===== config.mk =====
export PLATFORM = sky130hd
export DESIGN_NAME = fri_front
export DESIGN_NICKNAME = d
export VERILOG_FILES = /design/src/rtl/core/fri_pkg.sv /design/src/rtl/core/fri_front.sv
export SDC_FILE = /design/constraint.sdc
export NUM_CORES = 2
export LEC_CHECK = 0
export BUFFER_PORTS_ARGS = -buffer_cell sky130_fd_sc_hd__buf_4
export CORE_ASPECT_RATIO = 2
export CORE_UTILIZATION = 50
export CTS_CLUSTER_SIZE = 24
export DETAILED_ROUTE_END_ITERATION = 8
export PLACE_DENSITY = 0.67
export REMOVE_ABC_BUFFERS = 1
export SLEW_MARGIN = 25
export SYNTH_ARGS = -nofsm -noshare
export SYNTH_HDL_FRONTEND = slang
export SYNTH_SLANG_ARGS = --single-unit
export TNS_END_PERCENT = 20

===== constraint.sdc =====
create_clock -name clk -period 9.9 [get_ports clk]
set_input_delay 0.99 -clock clk [delete_from_list [all_inputs] [get_ports clk]]
set_output_delay 0.99 -clock clk [all_outputs]
set_load 0.03 [all_outputs]

===== src/rtl/core/fri_pkg.sv =====
// ----------------------------------------------------------------------------
// fri_pkg
// Shared types, constants and the CORDIC arctangent table of the fringe
// rotation and integration core.
// ----------------------------------------------------------------------------
package fri_pkg;

  localparam int MAX_CHANNELS = 4096;
  localparam int MAX_TIMES    = 4096;
  localparam int ROT_STEPS    = 16;
  localparam int VEC_STEPS    = 30;
  localparam int DIV_STEPS    = 60;
  localparam int QUEUE_DEPTH  = 4;
  localparam int INV_GAIN     = 39797;

  localparam logic [2:0] REG_DELAY_STEP = 3'd0;
  localparam logic [2:0] REG_RATE_BASE  = 3'd1;
  localparam logic [2:0] REG_RATE_SLOPE = 3'd2;
  localparam logic [2:0] REG_ACCEL_STEP = 3'd3;
  localparam logic [2:0] REG_SPEC_COUNT = 3'd4;
  localparam logic [2:0] REG_TIME_COUNT = 3'd5;

  typedef struct packed {
    logic signed [15:0] vis_re;
    logic signed [15:0] vis_im;
  } sample_t;

  typedef struct packed {
    logic        [15:0] amplitude;
    logic signed [15:0] phase_out;
    logic signed [55:0] sum_re;
    logic signed [55:0] sum_im;
  } result_t;

  typedef struct packed {
    logic signed [15:0] vis_re;
    logic signed [15:0] vis_im;
    logic        [31:0] phase;
    logic               last;
  } job_t;

  typedef struct packed {
    logic empty;
    logic full;
  } qstat_t;

  typedef struct packed {
    logic [31:0] delay_step;
    logic [31:0] rate_base;
    logic [31:0] rate_slope;
    logic [31:0] accel_step;
    logic [12:0] n_eff;
    logic [12:0] t_eff;
  } cfg_t;

  function automatic logic [31:0] atan_turns(input logic [4:0] i);
    logic [31:0] r;
    case (i)
      5'd0:  r = 32'h20000000;
      5'd1:  r = 32'h12E4051D;
      5'd2:  r = 32'h09FB385B;
      5'd3:  r = 32'h051111D4;
      5'd4:  r = 32'h028B0D43;
      5'd5:  r = 32'h0145D7E1;
      5'd6:  r = 32'h00A2F61E;
      5'd7:  r = 32'h00517C55;
      5'd8:  r = 32'h0028BE53;
      5'd9:  r = 32'h00145F2E;
      5'd10: r = 32'h000A2F98;
      5'd11: r = 32'h000517CC;
      5'd12: r = 32'h00028BE6;
      5'd13: r = 32'h000145F3;
      5'd14: r = 32'h0000A2F9;
      5'd15: r = 32'h0000517C;
      5'd16: r = 32'h000028BE;
      5'd17: r = 32'h0000145F;
      5'd18: r = 32'h00000A2F;
      5'd19: r = 32'h00000517;
      5'd20: r = 32'h0000028B;
      5'd21: r = 32'h00000145;
      5'd22: r = 32'h000000A2;
      5'd23: r = 32'h00000051;
      5'd24: r = 32'h00000028;
      5'd25: r = 32'h00000014;
      5'd26: r = 32'h0000000A;
      5'd27: r = 32'h00000005;
      5'd28: r = 32'h00000002;
      5'd29: r = 32'h00000001;
      default: r = 32'h00000000;
    endcase
    return r;
  endfunction

endpackage


===== src/rtl/core/fri_front.sv =====
// ----------------------------------------------------------------------------
// fri_front
// Accepts samples, tracks the window position and computes the fringe phase
// of each sample before handing it to the queue.
// ----------------------------------------------------------------------------
module fri_front (
  input  logic             clk,
  input  logic             rst,
  input  fri_pkg::cfg_t    cfg,
  input  logic             sample_valid,
  output logic             sample_stall,
  input  fri_pkg::sample_t sample,
  input  fri_pkg::qstat_t  qstat,
  output logic             push,
  output fri_pkg::job_t    push_job
);

  localparam logic [2:0] F_IDLE = 3'd0;
  localparam logic [2:0] F_MUL  = 3'd1;
  localparam logic [2:0] F_SUM  = 3'd2;
  localparam logic [2:0] F_MUL2 = 3'd3;
  localparam logic [2:0] F_PUSH = 3'd4;

  logic [2:0]       state;
  logic [11:0]      chan_pos;
  logic [11:0]      time_pos;
  fri_pkg::sample_t smp;
  logic             last;
  logic [11:0]      chan_cur;
  logic [31:0]      dk32, dt32;
  logic [31:0]      p_delay, p_slope, dt2, s_rate, p_rate, p_accel;

  logic             accept;
  logic [12:0]      chan_inc, time_inc;
  logic [13:0]      dk, dt;

  assign sample_stall = (state != F_IDLE);
  assign accept       = sample_valid && !sample_stall;
  assign chan_inc     = {1'b0, chan_pos} + 13'd1;
  assign time_inc     = {1'b0, time_pos} + 13'd1;
  assign dk           = {2'b00, chan_pos} - {2'b00, cfg.n_eff[12:1]};
  assign dt           = {2'b00, time_pos} - {2'b00, cfg.t_eff[12:1]};

  assign push            = (state == F_PUSH) && !qstat.full;
  assign push_job.vis_re = smp.vis_re;
  assign push_job.vis_im = smp.vis_im;
  assign push_job.phase  = p_delay + p_rate + p_accel;
  assign push_job.last   = last;

  always_ff @(posedge clk) begin
    if (rst) begin
      state    <= F_IDLE;
      chan_pos <= '0;
      time_pos <= '0;
    end else begin
      case (state)
        F_IDLE: begin
          if (accept) begin
            state <= F_MUL;
            if (chan_inc >= cfg.n_eff) begin
              chan_pos <= '0;
              if (time_inc >= cfg.t_eff) begin
                time_pos <= '0;
              end else begin
                time_pos <= time_inc[11:0];
              end
            end else begin
              chan_pos <= chan_inc[11:0];
            end
          end
        end
        F_MUL:  state <= F_SUM;
        F_SUM:  state <= F_MUL2;
        F_MUL2: state <= F_PUSH;
        F_PUSH: begin
          if (push) begin
            state <= F_IDLE;
          end
        end
        default: state <= F_IDLE;
      endcase
    end
  end

  // Phase products wrap modulo one turn, so only the low 32 bits are kept.
  always_ff @(posedge clk) begin
    if (accept) begin
      smp      <= sample;
      last     <= (chan_inc >= cfg.n_eff) && (time_inc >= cfg.t_eff);
      chan_cur <= chan_pos;
      dk32     <= {{18{dk[13]}}, dk};
      dt32     <= {{18{dt[13]}}, dt};
    end
    if (state == F_MUL) begin
      p_delay <= cfg.delay_step * dk32;
      p_slope <= cfg.rate_slope * {20'b0, chan_cur};
      dt2     <= dt32 * dt32;
    end
    if (state == F_SUM) begin
      s_rate <= cfg.rate_base + p_slope;
    end
    if (state == F_MUL2) begin
      p_rate  <= dt32 * s_rate;
      p_accel <= cfg.accel_step * dt2;
    end
  end

endmodule


==> flow_summary.yaml <==
sta:
  fmax_mhz: 131
  maxSlewViolCount: 0
  finalCriticalPeriod_ns: 7.62
  fin_skew_ns: 0.0234
  slew_headroom_pct: 24.9
  rsz0062_at_grt: "no"
  worst_pin_slew_ns: 1.13
  min_period_over_period_pct: 76.9
  report.final.setup_viol: 0
  timing.final.ws_setup_ns: 2.28
  setup_tns_ns: 0
  finalHoldViolCount: 0
global_routing:
  grt_remaining_overflow: 0
  antenna_found_initial: 3
  grt_pass1_wl_um: 266000
  grt_max_degree: 83
  grt_pass1_vias: 51900
  grt_util_all_layers_pct: 26.9
routing:
  vias: 45500
  drt-wirelength-per-cell_um: 19.8
  dr.first_iter.drc_count: 1958
  first_pass_iters: 5
  wl_um: 165000
  via_per_inst: 5.46
  ant_nets: 0
  drc: 0
min_path:
  hold_start: "sample[17]"
  hold_end: "push_job[50]$_DFFE_PP_"
  hold_path.class: "input port to flop"
  holdPathStages: 1
synthesis:
  ys_types: 72
  async_flop_share_pct: 0
  yosys_warnings: 0
  synth_top_area_share_pct: 41.6
  syn_avg_cell_area_um2: 9.62
  synth_edf_count: 256
  synth.largest_area_cell: "fa_1"
  ys_top_cells_by_area: "fa_1, edfxtp_1, ha_1"
  syn-cell-area_um2: 63300
  seq_area_frac_synth_pct: 13.0
  synthFlopType: "edfxtp_1"
  syn_inst: 6576
  synth_seq_cells: 283
setup_path:
  r2r_slack_ns: 2.28
  r2r_end: "p_accel[31]$_DFFE_PP_"
  crit_top_cell: "fa_1"
  cp-start-kind: "flop"
  crit_family: "adder cells"
  path_max_fanout: 21
  crit_path_max_incr_delay_ns: 1.04
  worst-path-buf-inv: 5
  reg2regPathDepth: 21
  critPathRequiredTime_ns: 10.28
  reg2reg_from: "dt2[11]$_DFFE_PP_"
  crit_type: "flop to flop"
  slowest_stage: "edfxtp_1"
  endpoint_kind: "flop"
  path_cells: "nand2_1 > fa_1 > inv_1 > fa_1 > inv_1 > fa_1 > fa_1 > fa_1 > inv_1 > fa_1 > fa_1 > inv_1 > fa_1 > inv_1 > ha_1 > or3_1 > or3_1 > o21ai_0 > o21bai_1 > a31oi_1 > xnor2_1"
  worstPathArrival_ns: 7.99
clock_tree:
  ctsResizeCount: 0
  cts_tree: "yes"
  ctsLongestPathBuffers: 3
  cts_inserted_buffers: 29
  post_cts_buffers: 0
  cts-root-buf: "clkbuf_16"
  numClockSinks: 283
  path_clk_slew_ns: 0.08
  cts_hold_buf: 0
  clkLatencyLatePin_ns: 0.66
  htree_levels: 1
final_layout:
  nets: 8668
  regArea_um2: 8230
  drive_above_1_share_pct: 5.72
  num-fill-cells: 11500
  area_delta_synth_final_pct: 6.83
  multi_input_area_um2: 49200
floorplanning:
  die_y_um: 505
  die_area_um2: 128000
  core_area_um2: 126000
  rows: 184
  dieWidth_um: 254
  initial_core_util_pct: 50.3
  io-pin-count: 258
status:
  status: "finished, final reports clean"
place:
  dp_hpwl_um: 132000
  pre_cts_slack_ns: 2.07
  gp_congestion: 0.914
  port_buffers: 256
job:
  maxCapViolations: 0
how the worst max path moves through the flow:
stage | depth (start not counted) | startpoint | to
floorplan | 1 | state[0]$_SDFFE_PP0P_ | dt2[0]$_DFFE_PP_
global placement | 22 | cfg[38] | p_accel[31]$_DFFE_PP_
detailed placement | 22 | cfg[38] | p_accel[31]$_DFFE_PP_
CTS | 19 | dt2[8]$_DFFE_PP_ | p_accel[31]$_DFFE_PP_
global route | 21 | dt2[11]$_DFFE_PP_ | p_accel[31]$_DFFE_PP_
finish | 21 | dt2[11]$_DFFE_PP_ | p_accel[31]$_DFFE_PP_
sequential cells by signal, indices dropped and copies added (netlist names):
name	flops
chan_cur	12
chan_pos	12
dk32	13
dt2	25
dt32	13
last	1
p_accel	32
p_delay	32
p_rate	32
p_slope	32
push_job	32
s_rate	32
state	3
time_pos	12
cell usage after synthesis, drive strengths merged (4+ instances only):
| cell | count |
|---|---|
| a211o | 10 |
| a211oi | 10 |
| a21boi | 14 |
| a21o | 86 |
| a21oi | 176 |
| a221o | 4 |
| a311oi | 6 |
| a31oi | 12 |
| and2 | 667 |
| and3 | 24 |
| buf | 6 |
| clkbuf | 276 |
| dfxtp | 27 |
| edfxtp | 256 |
| fa | 1314 |
| ha | 537 |
| inv | 1278 |
| nand2 | 951 |
| nand2b | 63 |
| nand3 | 37 |
| nand3b | 11 |
| nand4 | 7 |
| nor2 | 153 |
| nor2b | 40 |
| nor3 | 26 |
| nor4 | 8 |
| o211ai | 7 |
| o21a | 33 |
| o21ai | 97 |
| o21bai | 25 |
| o22ai | 7 |
| o31a | 5 |
| o31ai | 6 |
| or2 | 5 |
| or3 | 8 |
| or3b | 4 |
| xnor2 | 257 |
| xor2 | 78 |
per-layer routing:
layer	wire (um)	global-route usage [%]	vias up
met3	8450	3.49	629
met5	13	0	-
met2	91200	51.9	1445
li1	-	-	20000
met1	53100	26.3	23400
met4	11900	17.2	2
through the flow:
step	instances	area [um^2]	hold slack (ns)	util [%]
floorplan	6294	62200	0.456	-
global placement	8264	66500	0.488	52.9
detailed placement	8264	66500	0.500	52.9
CTS	8318	67500	0.457	53.7
global route	8325	67600	0.484	53.8
finish	8325	67600	0.502	53.8
layout by cell type (no fill, tap or decap), drive strengths merged, types with 4 or more instances in the layout:
cell       n
a211o     10
a211oi    10
a21boi    14
a21o      86
a21oi    176
a221o      4
a311oi     6
a31oi     12
and2     667
and3      24
buf      301
clkbuf    37
clkinv    11
dfxtp     27
edfxtp   256
fa      1314
ha       537
inv     1283
nand2    951
nand2b    63
nand3     37
nand3b    11
nand4      7
nor2     153
nor2b     40
nor3      26
nor4       8
o211ai     7
o21a      33
o21ai     97
o21bai    25
o22ai      7
o31a       5
o31ai      6
or2        5
or3        8
or3b       4
xnor2    257
xor2      78
worst register-to-register path: cells and delay by family, from the launching register on:
family          cells  cell delay, ns
compound gates      3            0.66
xor+xnor            1            0.08
fa+ha+maj           9            4.27
buf+inv             5            0.29
flops               1            1.04
simple gates        3            0.99
cell families after synthesis:
group	Yosys count	share of synthesized area (%)
other cells	2	0.0119
xor+xnor	335	4.64
flops	283	13.0
fa+ha+maj	1851	52.2
simple gates	2013	15.5
mux	1	0.0178
buf+inv	1560	9.26
compound gates	531	5.39
layout make-up:
cell class / count / share of cell area (%)
Antenna cell: 2 / 0.00740
Clock buffer: 37 / 1.24
Tap cell: 1674 / 3.10
Timing Repair Buffer: 301 / 3.41
Multi-Input combinational cell: 4733 / 72.8
Inverter: 1278 / 7.10
Clock inverter: 17 / 0.191
Sequential cell: 283 / 12.2
Power is not shown: default switching activity piles up to over one toggle a cycle in this logic, so the estimate is an artifact.
