==> src/rtl/core/fri_pkg.sv <==
// ----------------------------------------------------------------------------
// fri_pkg
// Shared types, constants and the CORDIC arctangent table of the fringe
// rotation and integration core.
// ----------------------------------------------------------------------------
package fri_pkg;

  localparam int MAX_CHANNELS = 4096;
  localparam int MAX_TIMES    = 4096;
  localparam int ROT_STEPS    = 16;
  localparam int VEC_STEPS    = 30;
  localparam int DIV_STEPS    = 60;
  localparam int QUEUE_DEPTH  = 4;
  localparam int INV_GAIN     = 39797;

  localparam logic [2:0] REG_DELAY_STEP = 3'd0;
  localparam logic [2:0] REG_RATE_BASE  = 3'd1;
  localparam logic [2:0] REG_RATE_SLOPE = 3'd2;
  localparam logic [2:0] REG_ACCEL_STEP = 3'd3;
  localparam logic [2:0] REG_SPEC_COUNT = 3'd4;
  localparam logic [2:0] REG_TIME_COUNT = 3'd5;

  typedef struct packed {
    logic signed [15:0] vis_re;
    logic signed [15:0] vis_im;
  } sample_t;

  typedef struct packed {
    logic        [15:0] amplitude;
    logic signed [15:0] phase_out;
    logic signed [55:0] sum_re;
    logic signed [55:0] sum_im;
  } result_t;

  typedef struct packed {
    logic signed [15:0] vis_re;
    logic signed [15:0] vis_im;
    logic        [31:0] phase;
    logic               last;
  } job_t;

  typedef struct packed {
    logic empty;
    logic full;
  } qstat_t;

  typedef struct packed {
    logic [31:0] delay_step;
    logic [31:0] rate_base;
    logic [31:0] rate_slope;
    logic [31:0] accel_step;
    logic [12:0] n_eff;
    logic [12:0] t_eff;
  } cfg_t;

  function automatic logic [31:0] atan_turns(input logic [4:0] i);
    logic [31:0] r;
    case (i)
      5'd0:  r = 32'h20000000;
      5'd1:  r = 32'h12E4051D;
      5'd2:  r = 32'h09FB385B;
      5'd3:  r = 32'h051111D4;
      5'd4:  r = 32'h028B0D43;
      5'd5:  r = 32'h0145D7E1;
      5'd6:  r = 32'h00A2F61E;
      5'd7:  r = 32'h00517C55;
      5'd8:  r = 32'h0028BE53;
      5'd9:  r = 32'h00145F2E;
      5'd10: r = 32'h000A2F98;
      5'd11: r = 32'h000517CC;
      5'd12: r = 32'h00028BE6;
      5'd13: r = 32'h000145F3;
      5'd14: r = 32'h0000A2F9;
      5'd15: r = 32'h0000517C;
      5'd16: r = 32'h000028BE;
      5'd17: r = 32'h0000145F;
      5'd18: r = 32'h00000A2F;
      5'd19: r = 32'h00000517;
      5'd20: r = 32'h0000028B;
      5'd21: r = 32'h00000145;
      5'd22: r = 32'h000000A2;
      5'd23: r = 32'h00000051;
      5'd24: r = 32'h00000028;
      5'd25: r = 32'h00000014;
      5'd26: r = 32'h0000000A;
      5'd27: r = 32'h00000005;
      5'd28: r = 32'h00000002;
      5'd29: r = 32'h00000001;
      default: r = 32'h00000000;
    endcase
    return r;
  endfunction

endpackage

==> src/rtl/core/fri_queue.sv <==
// ----------------------------------------------------------------------------
// fri_queue
// Short register queue that decouples the phase front end from the back end.
// ----------------------------------------------------------------------------
module fri_queue (
  input  logic            clk,
  input  logic            rst,
  input  logic            push,
  input  fri_pkg::job_t   push_job,
  input  logic            pop,
  output fri_pkg::job_t   head,
  output fri_pkg::qstat_t qstat
);

  localparam int DEPTH = fri_pkg::QUEUE_DEPTH;
  localparam int PW    = $clog2(DEPTH);

  fri_pkg::job_t   slots [DEPTH];
  logic [PW-1:0]   wr_ptr, rd_ptr;
  logic [PW:0]     count;

  assign head        = slots[rd_ptr];
  assign qstat.empty = (count == '0);
  assign qstat.full  = (count == (PW+1)'(DEPTH));

  always_ff @(posedge clk) begin
    if (rst) begin
      wr_ptr <= '0;
      rd_ptr <= '0;
      count  <= '0;
    end else begin
      if (push) begin
        wr_ptr <= wr_ptr + 1'b1;
      end
      if (pop) begin
        rd_ptr <= rd_ptr + 1'b1;
      end
      if (push && !pop) begin
        count <= count + 1'b1;
      end else if (pop && !push) begin
        count <= count - 1'b1;
      end
    end
  end

  always_ff @(posedge clk) begin
    if (push) begin
      slots[wr_ptr] <= push_job;
    end
  end

endmodule

==> config.mk <==
export PLATFORM = sky130hd
export DESIGN_NAME = fri_queue
export DESIGN_NICKNAME = d
export VERILOG_FILES = /design/src/rtl/core/fri_pkg.sv /design/src/rtl/core/fri_queue.sv
export SDC_FILE = /design/constraint.sdc
export NUM_CORES = 1
export LEC_CHECK = 0
export BUFFER_PORTS_ARGS = -buffer_cell sky130_fd_sc_hd__buf_2
export CAP_MARGIN = 20
export CORE_UTILIZATION = 51
export CTS_CLUSTER_SIZE = 8
export DETAILED_ROUTE_END_ITERATION = 10
export MAX_ROUTING_LAYER = met4
export PLACE_DENSITY = 0.8
export SETUP_SLACK_MARGIN = 0.1
export SKIP_CTS_REPAIR_TIMING = 1
export SYNTH_ARGS = -nofsm -noshare
export SYNTH_HDL_FRONTEND = slang
export SYNTH_SLANG_ARGS = --single-unit
==> constraint.sdc <==
create_clock -name clk -period 2.8 [get_ports clk]
set_input_delay 0.7 -clock clk [delete_from_list [all_inputs] [get_ports clk]]
set_output_delay 0.7 -clock clk [all_outputs]
set_load 0.02 [all_outputs]
==> impl_results.md, run 1 <==
- Status: finished, final reports clean
- Least-Margin Pin Slew: about 450 ps
- Clock latency on the worst-skew pair: around 490 ps
- Crit path kind: register to output pin
- Nets: approximately 650
- Starting DRT DRC Count: between 200 and 250
- Initial Util: 0.5233
- Post-Route WL: about 18 mm
- Die footprint: just under 20000 um^2
- Tot Pwr: 9.750 mW
- Clock power share: 0.414
- Logic pwr share: 0.104
- Largest net degree at the start of global routing: 43
- Yosys top cell area share: 0.7924
- Placer Congestion: around 0.75
- Share of layout cells above drive strength 1: 0.4750
- Area leader, netlist: edfxtp_1
- Synthesized instance count: approximately 380
- IO Port Bufs: around 140
- PD cells: between 800 and 900 nW/um^2
- Std cell rows: 50
- Crit path DAT: ~1900 ps
- Max-cap viol count: 0
- Cts bufs inserted: 39
- First-pass DRT Iterations: 4
- Max Freq: between 300 and 400 MHz
- Overall die height: between 100 and 150 um
- CTS H-tree lvls: 2
- Post-synth EDFFs: 260
- RSZ-0062 raised after global routing: true
- Vias in the first global route: 4948
- Core area: between 15000 and 20000 um^2
- Crit-path max FO: 11
- Data required time at the worst endpoint: roughly 2100 ps
- Total negative slack: 0 ps
- Detail Placement HPWL: slightly above 10 mm
- Switching Fraction: 0.2142
- Via-per-instance ratio: approximately 5.4
- Crit end category: output pin
- Clock sinks: approximately 270
- Worst-case clock buffer depth: 3
- Vias: ~4.6k
- Post-synthesis sequential area ratio: 0.8107
- IO Pins: 136
- Hold Vio Cnt, Final: 0
- Maximum VDD drop: between 0.0005 and 0.0006 V
- Slew Viols, Final: 0
- Fraction of registers with async set/reset: 0
- Period utilisation layout: 0.9436
- Internal cell power: ~7.7 mW
- Die X: between 100 and 150 um
- P&R area growth vs syn: 22.93%
- Remaining Overflow, GRT: 0
- Syn Area/Cell: ~26 um^2
- First-pass GRT wire length: between 20 and 30 mm
- Gr usage total: 0.1871
- Syn Nets: roughly 460
- Relative slew margins: 0.7007
- # DRC: 0
- Setup crit start kind: register
- Place WS: about 470 ps
- Clk pin slew, worst setup/hold paths: around 50 ps
- Synth Flop Type: edfxtp_1
- CTS tree: yes
- Final setup vio count: 0
- Fill cells: between 1k and 1.5k
- Syn. warnings: 0
- WL per Instance: 21.04 um
- Reg power frac: 0.482
- Fin worst setup slack: around 160 ps
- Post-route ant nets: 0
- Yosys cell types: 22
- Initial antenna violation count: 3
- Post-route minimum period: 2642 ps
- Static Leak: approximately 4.2 nW
- Mapped cell area: roughly 10000 um^2
- Net Switching: 2.089 mW
- Hold crit path type: input pin to register
- Max Clock Skew: approximately 21 ps
- CTS Root Cell: clkbuf_16
- Post-synthesis register bit count: 269
- Synth area leaders: edfxtp_1 (79%), mux4_2 (15%), dfxtp_1 (1.8%), buf_12 (1.0%), ha_1 (0.63%)
==> power by group through the flow <==
stage | Clock [mW] | Sequential [mW] | Combinational (mW)
after detailed placement | 0 | 4.78 | 0.974
after global routing | 4.27 | 4.71 | 1.09
after global placement | 0 | 4.77 | 0.947
after floorplan | 0 | 4.75 | 0.659
after CTS | 4.12 | 4.71 | 0.980
final | 4.03 | 4.70 | 1.02
==> sequential cells by signal, indices dropped and copies added (netlist names), named ones only <==
register,cells
slots,260
rd_ptr,2
count,3
wr_ptr,2
==> path summary, 6_finish.rpt <==
path	slack, ps	cells past startpoint	startpoint	endpoint
hold / removal	420	1	push_job[62]	slots[1][62]$_DFFE_PP_
setup reg to reg	1090	4	wr_ptr[0]$_SDFFE_PP0P_	slots[2][18]$_DFFE_PP_
setup / recovery	160	4	register	head[45]
hold reg to reg	540	2	rd_ptr[0]$_SDFFE_PP0P_	rd_ptr[0]$_SDFFE_PP0P_
==> Yosys cell counts (2+ instances only) <==
cell / instances
dfxtp_1: 9
edfxtp_1: 260
and2_1: 4
mux4_2: 65
ha_1: 5
buf_12: 5
clkbuf_1: 2
inv_1: 4
buf_2: 6
mux2i_1: 2
xor2_1: 3
nor2_1: 7
xnor2_1: 2
==> critical path, cell delays in order, from the launching register on <==
cell and delay [ps]:
dfxtp_4 410, buf_12 150, buf_12 160, mux4_2 540, buf_2 180
==> cells in the final DEF (no fill, tap or decap), types with 2 or more instances in the layout <==
| cell type | Yosys | routed |
|---|---|---|
| edfxtp_1 | 260 | 260 |
| buf_2 | 6 | 135 |
| mux4_2 | 65 | 65 |
| clkbuf_16 | 0 | 42 |
| buf_4 | 1 | 17 |
| clkbuf_1 | 2 | 8 |
| buf_12 | 5 | 8 |
| nor2_1 | 7 | 7 |
| dfxtp_1 | 9 | 7 |
| ha_1 | 5 | 5 |
| inv_1 | 4 | 4 |
| and2_4 | 0 | 4 |
| diode_2 | 0 | 3 |
| xor2_1 | 3 | 3 |
| xnor2_1 | 2 | 2 |
| mux2i_1 | 2 | 2 |
| dfxtp_4 | 0 | 2 |
==> logic make-up after synthesis <==
kind of cell    Yosys count  synth area share
compound gates            2          0.001015
xor+xnor                  5          0.004445
fa+ha+maj                 6          0.008381
buf+inv                  19           0.01740
flops                   269            0.8107
mux                      67            0.1506
simple gates             15          0.007492
==> layer usage <==
metal  up-vias  part of all wire  GRT usage
met2       171              0.52     0.3066
met5         -                 0          -
met4         0             0.014    0.05606
met3        23             0.068    0.05197
met1      2374              0.40     0.2287
li1       2001                 -          -
==> stage by stage <==
step | cell area, um^2 | utilization | std cells | hold slack, ps
CTS | 11960 | 0.6352 | 826 | 394.9
finish | 12110 | 0.6433 | 844 | 417.0
global route | 12110 | 0.6433 | 844 | 403.4
floorplan | 9853 | - | 383 | 466.3
global placement | 10900 | 0.5789 | 776 | 476.1
detailed placement | 10900 | 0.5789 | 776 | 523.7
==> area by class of cell <==
type | count | area [um^2] | area share
antenna | 3 | 7.507 | 0.0006198
clock buffer | 49 | 1056 | 0.08718
clock inverter | 1 | 5.005 | 0.0004132
inverter | 4 | 15.01 | 0.001240
multi-input combinational | 95 | 1704 | 0.1407
sequential | 269 | 7995 | 0.6601
tap | 260 | 325.3 | 0.02686
timing repair buffer | 163 | 1005 | 0.08295
(Power assumes the default switching activity.)
==> inputs of run 2 (changes only) <==
--- a/config.mk
+++ b/config.mk
@@ -7,11 +7,13 @@
 export LEC_CHECK = 0
 export BUFFER_PORTS_ARGS = -buffer_cell sky130_fd_sc_hd__buf_2
 export CAP_MARGIN = 20
-export CORE_UTILIZATION = 51
+export CELL_PAD_IN_SITES_DETAIL_PLACEMENT = 1
+export CELL_PAD_IN_SITES_GLOBAL_PLACEMENT = 2
+export CORE_UTILIZATION = 40
 export CTS_CLUSTER_SIZE = 8
 export DETAILED_ROUTE_END_ITERATION = 10
 export MAX_ROUTING_LAYER = met4
-export PLACE_DENSITY = 0.8
+export PLACE_DENSITY = 0.79
 export SETUP_SLACK_MARGIN = 0.1
 export SKIP_CTS_REPAIR_TIMING = 1
 export SYNTH_ARGS = -nofsm -noshare
==> impl_results.md, run 2 (synthesis results as in run 1) <==
- Status: finished, final reports clean
- Post-route ant nets: 0
- Overall die height: 159.0 um
- # diodes: 0
- Detail Placement HPWL: around 12 mm
- First-pass GRT wire length: between 30 and 40 mm
- Vias: roughly 4.5k
- Commonest non-fill, non-tap cells in the layout: edfxtp_1 (260), buf_2 (135), mux4_2 (65)
- CP Cell Sequence: buf_12 > mux4_2 > buf_2
- Largest Register: slots
- Setup crit start kind: register
- Via-per-instance ratio: between 5 and 6
- RSZ-0062 raised after global routing: true
- Cts bufs inserted: 39
- Most common cell after layout, fill and taps aside: edfxtp_1
- Final setup vio count: 0
- CP max stage delay: about 540 ps
- Initial Util: 0.4063
- Total negative slack: 0 ps
- Nets: ~650
- Clock sinks: 269
- Max Freq: 379.8 MHz
- Data required time at the worst endpoint: around 2100 ps
- PD cells: approximately 800 nW/um^2
- Clk pin slew, worst setup/hold paths: about 50 ps
- Std cell rows: 57
- Final Util: 0.5007
- Gr usage total: 0.1649
- Worst R2R Setup Slack: between 1000 and 1500 ps
- Post-Route WL: about 20 mm
- Die footprint: 25270 um^2
- CTS Root Cell: clkbuf_16
- CTS H-tree lvls: 2
- Vias in the first global route: just over 5k
- Hold crit path type: input pin to register
- WL per Instance: roughly 22 um
- Crit end category: output pin
- Core area: approximately 24000 um^2
- IO Port Bufs: between 100 and 150
- Static Leak: between 4 and 5 nW
- Critical path's slowest cell: mux4_2
- Crit path kind: register to output pin
- Clock latency on the worst-skew pair: 510 ps
- Share of layout cells above drive strength 1: 0.4723
- Post-route minimum period: approximately 2600 ps
- Die X: 159.0 um
- Relative slew margins: 0.6836
- IO Pins: about 140
- Largest registers: slots x260, count x3
- Largest net degree at the start of global routing: 28
- Fin worst setup slack: around 170 ps
- Hold Vio Cnt, Final: 0
- Max-cap viol count: 0
- Largest register FFs: 260
- Smallest hold slack: 404.2 ps
- Largest delay share family, worst path: multiplexers
- Place WS: around 570 ps
- Starting DRT DRC Count: 346
- Placed insts: roughly 850
- Final std cells w/o fill: 902
- Cell Area, Placed: between 10000 and 15000 um^2
- Least-Margin Pin Slew: around 470 ps
- Placer Congestion: just under 0.7
- Max Clock Skew: roughly 17 ps
- Worst-case clock buffer depth: 3
- Final instance area: between 10000 and 15000 um^2
- Buf/Inv on CP: 2
- Tot Pwr: roughly 9.7 mW
- Crit-path max FO: 18
- Period utilisation layout: 0.9402
- Maximum VDD drop: slightly above 0.0005 V
- P&R area growth vs syn: 23.21%
- First-pass DRT Iterations: 4
- Remaining Overflow, GRT: 0
- # DRC: 0
- CTS tree: yes
- Crit path DAT: just under 2000 ps
- Initial antenna violation count: 0
- Slew Viols, Final: 0
run 2: changes by cell type in the layout (fill, tap and decap cells not counted), sizes merged:
cell | previous run | this run
clkbuf | 51 | 46
diode | 3 | 0
clkinv | 1 | 3
run 2: final cells by class:
cell class	instances	area [um^2]
Clock inverter	3	36.28
Clock buffer	46	1002
Inverter	4	15.01
Tap cell	324	405.4
Sequential cell	269	7995
Multi-Input combinational cell	95	1704
Timing Repair Buffer	161	982.2
Fill cell	2208	12110
run 2: per-layer routing:
layer  GRT usage  part of all wire
met1      0.1999              0.42
met2      0.2759              0.52
met3     0.03933             0.046
met4     0.04808             0.016
met5           -                 0
run 2: final timing paths:
kind	depth (start not counted)	from	endpoint
worst min-delay path	1	push_job[36]	slots[0][36]$_DFFE_PP_
worst max-delay path	3	register	head[7]
worst max register to register	4	wr_ptr[1]$_SDFFE_PP0P_	slots[1][7]$_DFFE_PP_
worst min register to register	2	count[2]$_SDFFE_PP0P_	count[2]$_SDFFE_PP0P_
run 2: worst reg2reg max path: cells and delay by family (launching register included):
family,cells,cell delay [ps]
adder cells (fa/ha/maj),1,160
buffers and inverters,2,440
AND/OR/NAND/NOR,1,450
flip-flops,1,330
run 2: report_power, final:
group,internal (mW),switching [mW],leakage (nW),total (mW)
Sequential,4.63,0.0717,2.46,4.71
Combinational,0.435,0.581,1.18,1.02
Clock,2.48,1.50,0.504,3.99
Total,7.55,2.16,4.15,9.71
